[src/design/ogru_pkg.sv]
package ogru_pkg;

   localparam int CSR_INDEX_W = 3;
   localparam int CSR_DATA_W  = 16;

   localparam logic [CSR_INDEX_W-1:0] CSR_SCALE       = 3'd0;
   localparam logic [CSR_INDEX_W-1:0] CSR_ORIGIN_COL  = 3'd1;
   localparam logic [CSR_INDEX_W-1:0] CSR_ORIGIN_ROW  = 3'd2;
   localparam logic [CSR_INDEX_W-1:0] CSR_COLS        = 3'd3;
   localparam logic [CSR_INDEX_W-1:0] CSR_ROWS        = 3'd4;
   localparam logic [CSR_INDEX_W-1:0] CSR_THRESHOLD   = 3'd5;

   localparam logic [6:0] OCC_UNKNOWN = 7'd50;
   localparam logic [6:0] OCC_FULL    = 7'd100;

   typedef enum logic [1:0] {
      MODE_POSE  = 2'd0,
      MODE_POINT = 2'd1,
      MODE_READ  = 2'd2,
      MODE_CLEAR = 2'd3
   } mode_type;

   typedef enum logic [1:0] {
      STAT_DONE      = 2'd0,
      STAT_NO_POSE   = 2'd1,
      STAT_OFF_GRID  = 2'd2,
      STAT_CELL_READ = 2'd3
   } rsp_status_type;

   typedef enum logic [4:0] {
      ST_CLEAR,
      ST_WIPE,
      ST_IDLE,
      ST_DISPATCH,
      ST_Q_T,
      ST_Q_M,
      ST_Q_S,
      ST_Q_D,
      ST_HIT_RD,
      ST_HIT_WR,
      ST_RAY_SET,
      ST_RAY_RD,
      ST_RAY_WR,
      ST_CELL_RD,
      ST_CELL_CHK,
      ST_OCC_DIV,
      ST_DONE
   } state_type;

   typedef enum logic [2:0] {
      MEM_IDLE,
      MEM_CLEAR,
      MEM_HIT_RD,
      MEM_HIT_WR,
      MEM_RAY_RD,
      MEM_RAY_WR,
      MEM_CELL_RD
   } mem_op_type;

   typedef enum logic [2:0] {
      RES_DONE_CELL,
      RES_DONE_EMPTY,
      RES_NO_POSE,
      RES_OFF_GRID,
      RES_OFF_ECHO,
      RES_CELL_UNKNOWN,
      RES_CELL_OCC
   } result_type;

   typedef struct packed {
      logic       req_ready;
      logic       sel_z;
      logic       t_load;
      logic       m_load;
      logic       div_quant;
      logic       div_occ;
      logic       q_store;
      logic       pose_load;
      logic       pose_drop;
      logic       ray_setup;
      logic       cell_latch;
      mem_op_type mem_op;
      logic       res_load;
      result_type res_kind;
   } cmd_type;

   typedef struct packed {
      mode_type mode;
      logic     pose_valid;
      logic     t_neg;
      logic     div_done;
      logic     q_ok;
      logic     ray_last;
      logic     vis_le_thr;
      logic     rd_off;
      logic     clr_last;
      logic     rsp_free;
   } dp_status_type;

endpackage

[src/design/ogru_controller.sv]
module ogru_controller (
   input  logic                    clock,
   input  logic                    reset,
   input  logic                    req_valid,
   input  ogru_pkg::dp_status_type stat,
   output ogru_pkg::cmd_type       cmd
);
   import ogru_pkg::*;

   state_type  state_ff, state_in;
   logic       axis_ff, axis_in;
   result_type kind_ff, kind_in;

   always_ff @(posedge clock) begin
      if (reset) begin
         state_ff <= ST_CLEAR;
         axis_ff  <= 1'b0;
         kind_ff  <= RES_DONE_EMPTY;
      end else begin
         state_ff <= state_in;
         axis_ff  <= axis_in;
         kind_ff  <= kind_in;
      end
   end

   always_comb begin
      state_in     = state_ff;
      axis_in      = axis_ff;
      kind_in      = kind_ff;
      cmd          = '0;
      cmd.sel_z    = axis_ff;
      cmd.mem_op   = MEM_IDLE;
      cmd.res_kind = kind_ff;
      unique case (state_ff)
         ST_CLEAR: begin
            cmd.mem_op = MEM_CLEAR;
            if (stat.clr_last) state_in = ST_IDLE;
         end
         ST_WIPE: begin
            cmd.mem_op = MEM_CLEAR;
            if (stat.clr_last) state_in = ST_DONE;
         end
         ST_IDLE: begin
            cmd.req_ready = 1'b1;
            axis_in       = 1'b0;
            if (req_valid) state_in = ST_DISPATCH;
         end
         ST_DISPATCH: begin
            unique case (stat.mode)
               MODE_POSE: state_in = ST_Q_T;
               MODE_POINT: begin
                  if (stat.pose_valid) begin
                     state_in = ST_Q_T;
                  end else begin
                     kind_in  = RES_NO_POSE;
                     state_in = ST_DONE;
                  end
               end
               MODE_READ: begin
                  if (stat.rd_off) begin
                     kind_in  = RES_OFF_ECHO;
                     state_in = ST_DONE;
                  end else begin
                     state_in = ST_CELL_RD;
                  end
               end
               default: begin
                  kind_in  = RES_DONE_EMPTY;
                  state_in = ST_WIPE;
               end
            endcase
         end
         ST_Q_T: begin
            cmd.t_load = 1'b1;
            state_in   = ST_Q_M;
         end
         ST_Q_M: begin
            if (stat.t_neg) begin
               cmd.pose_drop = stat.mode == MODE_POSE;
               kind_in       = RES_OFF_GRID;
               state_in      = ST_DONE;
            end else begin
               cmd.m_load = 1'b1;
               state_in   = ST_Q_S;
            end
         end
         ST_Q_S: begin
            cmd.div_quant = 1'b1;
            state_in      = ST_Q_D;
         end
         ST_Q_D: begin
            if (stat.div_done) begin
               if (!stat.q_ok) begin
                  cmd.pose_drop = stat.mode == MODE_POSE;
                  kind_in       = RES_OFF_GRID;
                  state_in      = ST_DONE;
               end else begin
                  cmd.q_store = 1'b1;
                  if (!axis_ff) begin
                     axis_in  = 1'b1;
                     state_in = ST_Q_T;
                  end else if (stat.mode == MODE_POSE) begin
                     cmd.pose_load = 1'b1;
                     kind_in       = RES_DONE_CELL;
                     state_in      = ST_DONE;
                  end else begin
                     state_in = ST_HIT_RD;
                  end
               end
            end
         end
         ST_HIT_RD: begin
            cmd.mem_op = MEM_HIT_RD;
            state_in   = ST_HIT_WR;
         end
         ST_HIT_WR: begin
            cmd.mem_op = MEM_HIT_WR;
            state_in   = ST_RAY_SET;
         end
         ST_RAY_SET: begin
            cmd.ray_setup = 1'b1;
            state_in      = ST_RAY_RD;
         end
         ST_RAY_RD: begin
            cmd.mem_op = MEM_RAY_RD;
            state_in   = ST_RAY_WR;
         end
         ST_RAY_WR: begin
            cmd.mem_op = MEM_RAY_WR;
            if (stat.ray_last) begin
               kind_in  = RES_DONE_CELL;
               state_in = ST_DONE;
            end else begin
               state_in = ST_RAY_RD;
            end
         end
         ST_CELL_RD: begin
            cmd.mem_op = MEM_CELL_RD;
            state_in   = ST_CELL_CHK;
         end
         ST_CELL_CHK: begin
            cmd.cell_latch = 1'b1;
            if (stat.vis_le_thr) begin
               kind_in  = RES_CELL_UNKNOWN;
               state_in = ST_DONE;
            end else begin
               cmd.div_occ = 1'b1;
               state_in    = ST_OCC_DIV;
            end
         end
         ST_OCC_DIV: begin
            if (stat.div_done) begin
               kind_in  = RES_CELL_OCC;
               state_in = ST_DONE;
            end
         end
         ST_DONE: begin
            if (stat.rsp_free) begin
               cmd.res_load = 1'b1;
               state_in     = ST_IDLE;
            end
         end
         default: state_in = ST_IDLE;
      endcase
   end
endmodule

[config.mk]
export PLATFORM = sky130hd
export DESIGN_NAME = ogru_controller
export DESIGN_NICKNAME = d
export VERILOG_FILES = /design/src/design/ogru_pkg.sv /design/src/design/ogru_controller.sv
export SDC_FILE = /design/constraint.sdc
export NUM_CORES = 1
export LEC_CHECK = 0
export BUFFER_PORTS_ARGS = -buffer_cell sky130_fd_sc_hd__buf_2
export CORE_MARGIN = 5
export CORE_UTILIZATION = 52
export DETAILED_ROUTE_END_ITERATION = 7
export GPL_ROUTABILITY_DRIVEN = 0
export PLACE_DENSITY_LB_ADDON = 0.05
export SLEW_MARGIN = 5
export SYNTH_ARGS = -nofsm -noshare
export SYNTH_HDL_FRONTEND = slang
export SYNTH_SLANG_ARGS = --single-unit
[constraint.sdc]
create_clock -name clock -period 2 [get_ports clock]
set_input_delay 0.3 -clock clock [delete_from_list [all_inputs] [get_ports clock]]
set_output_delay 0.3 -clock clock [all_outputs]
set_load 0.05 [all_outputs]
# [Word-level counts from Yosys, hierarchy flattened]
# Index checks and enable logic that the tools add are counted.
# Widths: inputs -> output; s select.
[totals] ff_bits=9 out_inout_bits=18 word_cells=95
[op_classes] n_eq_ne=33 n_mux=51 n_reduce_logical=8
[op_table] operator="$pmux 5 s17" n=1
[op_table] operator="$mux 5" n=14
[op_table] operator="$eq 5x4->1 const B" n=8
[op_table] operator="$pmux 3 s6" n=2
[op_table] operator="$mux 3" n=11
[op_table] operator="$ne 2x2->1 const B" n=11
[op_table] operator="$eq 5x3->1 const B" n=4
[op_table] operator="$mux 1" n=17
[op_table] operator="$pmux 5 s3" n=1
[op_table] operator="$ne 3x3->1 const B" n=4
[op_table] operator="$reduce_and 11->1" n=1
[op_table] operator="$eq 5x2->1 const B" n=2
[op_table] operator="$pmux 3 s3" n=1
[op_table] operator="$reduce_and 6->1" n=1
[op_table] operator="$reduce_bool 6->1" n=1
[op_table] operator="$eq 5x1->1 const B" n=1
[op_table] operator="$eq 5x5->1 const B" n=1
[op_table] operator="$logic_not 5->1" n=1
[op_table] operator="$mux 2" n=2
[op_table] operator="$pmux 1 s2" n=2
[op_table] operator="$reduce_and 3->1" n=1
[op_table] operator="$eq 2x1->1 const B" n=1
[op_table] operator="$eq 2x2->1 const B" n=1
[op_table] operator="$logic_not 2->1" n=1
[op_table] operator="2 further kinds" n=2

# [Logic depth before layout (Yosys ltp)]
[depth] depth_word=6 depth_mapped=8 mapped_depth_nobuf=7

# [Worst setup path before layout]
# Ideal clock, no wire load.
[synth_path] kind="reg2out" from="register state_ff[0]" to="output port cmd[15] (netlist bit)" arrival_time_ns=2.316 required_ns=1.700 setup_slack_ns=-0.616 path_stages_with_launch=5 path_buffers=3 path_cell_list="dfxtp_1 > buf_4 > buf_2 > buf_2 > nor4_1"
[synth_lines] element="start: declaration" line="ogru_controller.sv:10" rtl="state_type state_ff, state_in;"
[synth_lines] element="start signal: assignment" line="ogru_controller.sv:20" rtl="state_ff <= state_in;"
[synth_lines] element="end: declaration" line="ogru_controller.sv:6" rtl="output ogru_pkg::cmd_type cmd"

==> run metrics <==
Setup crit end kind output port; IO Port Bufs 31; Initial DRT Pass Iterations 4; # setup viols final 0; status finished clean; Synth top cells by count nor2_1 (17), a21oi_1 (12), nand2_1 (10), o21ai_0 (10); number of remaining DRC errors 0; FF-to-FF End state_ff[3]; Synth area leaders dfxtp_1 (16%), ha_1 (6.5%), nor2_1 (5.5%), a21oi_1 (5.2%), nand2b_1 (4.3%); worst min path class input port to flip-flop; setup TNS 0 ns; ys flop type dfxtp_1; PwrDens 376 mW/mm^2; vias per cell 6.13; CP endpoint cmd[10]; Mean Syn Cell Area 7.33 sq um; 1st-iter DRT viols 61; share of cells above drive strength 1 35.4%; Clock Skew 0.0137 ns; Worst-path clk slew 0.07 ns; Pwr Total 0.000537 W; share of the synthesized area in the top cell type 15.6%; Leak 0.599 nW; maximum fanout along the worst path 26; Hold Fails Final Rpt 0; CP Launch Point state_ff[0]; Fmax 529 MHz; Syn. warnings 0; CTS tree done; Die ar. 0.00327 sq mm; slew margin rel. 75.9%; Num CTS Buffers 3; Area Overhead vs Synth 23.3%; Max Cap Viol 0; post-synthesis sequential area ratio 15.6%; DP HPWL 2750 um; Post-Syn Area 0.00116 sq mm; H-tree level count 1; die height 57.2 um; CTS sink count 9; Slew Viols, Final 0; initial core utilization 53.4%; most area-hungry cell type in the Yosys netlist dfxtp_1; FF+latch count, synth 9; Worst Path Class, Setup flip-flop to output port; grt total ovfl 0; min cycle time layout 1.89 ns; Worst Reg2Reg Path Length in Cells 6; CP arrival 1.59 ns; die width 57.2 um; Post-Synthesis Cells 158; EDFF count, synth 0; sw frac 37.5%; vias 1330; ANT nets after route 0; initial antenna violation count 0; # rows 17; total track usage 23.2%; Peak VDD IR 0.000327 V; syn nets 178; largest net degree at the start of global routing 27; antenna diode count 0; Worst-Margin Slew 0.357 ns; core footprint 0.00217 sq mm; fin nets 210; deepest clock path buffer count 2; Tcrit/Tclk final 94.6%; Crit path required time 1.70 ns; clk_lat worst skew 0.27 ns; FFs w/ async S/R, synth 0%; clock network fraction of total power 27.7%; HP Start reset; hold_buf cts 0; # IOs 32; Critical Path Start Type flip-flop; root buffer cell clkbuf_4; number of global-route vias before repair 1255; Seq pwr share 36.5%; most common cell in the netlist nor2_1; proportion of power drawn by combinational gates 35.9%; FF-to-FF setup slack 0.23 ns; switching pwr 0.000201 W; Power Internal 0.000335 W; routed len/inst 16.7 um; Total Wirelength 3620 um; first-pass GRT wire length 5970 um; fin util 65.9%; Synth cell types 54; r2r startpoint state_ff[1]
## what timing repair did
| item | in CTS | in global routing |
|---|---|---|
| pin swaps | 0 | 0 |
| endpoints found under the setup margin | 1 | 12 |
| gates resized for setup | 1 | 14 |
| buffers inserted | 0 | 0 |
## placed cells by master, fill, tap and decap left out, types with 4 or more instances in the layout
master,instances
nor2_1,16
nor3_1,4
nand2b_1,7
ha_1,6
nand2_1,9
buf_2,28
inv_1,4
clkbuf_4,5
o21ai_0,10
buf_4,10
dfxtp_1,6
a21oi_1,12
nor2b_1,6
o22ai_1,4
## layout make-up
class / instances / area, sq um
multi-input cells: 130 / 915
repair buffers: 41 / 250
fillers: 206 / 741
flip-flops and latches: 9 / 184
well taps: 28 / 35.0
clock buffers: 4 / 26.3
inverters: 5 / 18.8
## metal layers
layer	vias up	share of wire, %	track usage (%)
met2	57	49	36.7
met5	-	0	0
li1	644	-	-
met4	0	1.7	7.95
met3	8	7.3	6.79
met1	621	42	30.0
## critical path: stages, from the launching register on
cell and delay (ns):
dfxtp_1 0.38, buf_12 0.18, nand3b_4 0.14, nor2_2 0.12, nand3_1 0.13, nor2_1 0.12
clkbuf_4 0.23
## registers in the layout, summed over array words and instances, names as in the netlist
| name | count |
|---|---|
| axis_ff | 1 |
| kind_ff | 3 |
| state_ff | 5 |
## worst min path at each step
stage / to / slack, ns / cells after the start
3_3_place_gp: kind_ff[1] / 0.47 / 2
5_1_grt: state_ff[1] / 0.36 / 2
4_1_cts: kind_ff[2] / 0.36 / 2
2_1_floorplan: state_ff[3] / 0.49 / 2
3_5_place_dp: kind_ff[1] / 0.48 / 2
6_report: state_ff[1] / 0.35 / 2
## power groups by stage
stage          registers [W]  logic (W)  clock network [W]
2_1_floorplan       0.000195   0.000130                  0
3_3_place_gp        0.000197   0.000182                  0
3_5_place_dp        0.000197   0.000184                  0
4_1_cts             0.000193   0.000185           0.000149
5_1_grt             0.000196   0.000207           0.000170
6_report            0.000196   0.000192           0.000148
## through the flow
stage / instances / hold WS [ns] / area (sq um) / setup WS, ns
3_3_place_gp: 213 / 0.472 / 1360 / 0.190
3_5_place_dp: 213 / 0.477 / 1360 / 0.170
2_1_floorplan: 158 / 0.487 / 1170 / -0.0845
5_1_grt: 217 / 0.357 / 1430 / -0.00473
4_1_cts: 217 / 0.355 / 1390 / 0.00507
6_report: 217 / 0.349 / 1430 / 0.109
## kinds of logic after synthesis
family / Yosys count / synth area share, %
mux: 2 / 1.73
buf+inv: 19 / 8.42
compound gates: 48 / 28.0
simple gates: 73 / 39.1
flops: 9 / 15.6
xor+xnor: 1 / 0.756
fa+ha+maj: 6 / 6.48
No activity file was read; power rests on OpenSTA's default activity.
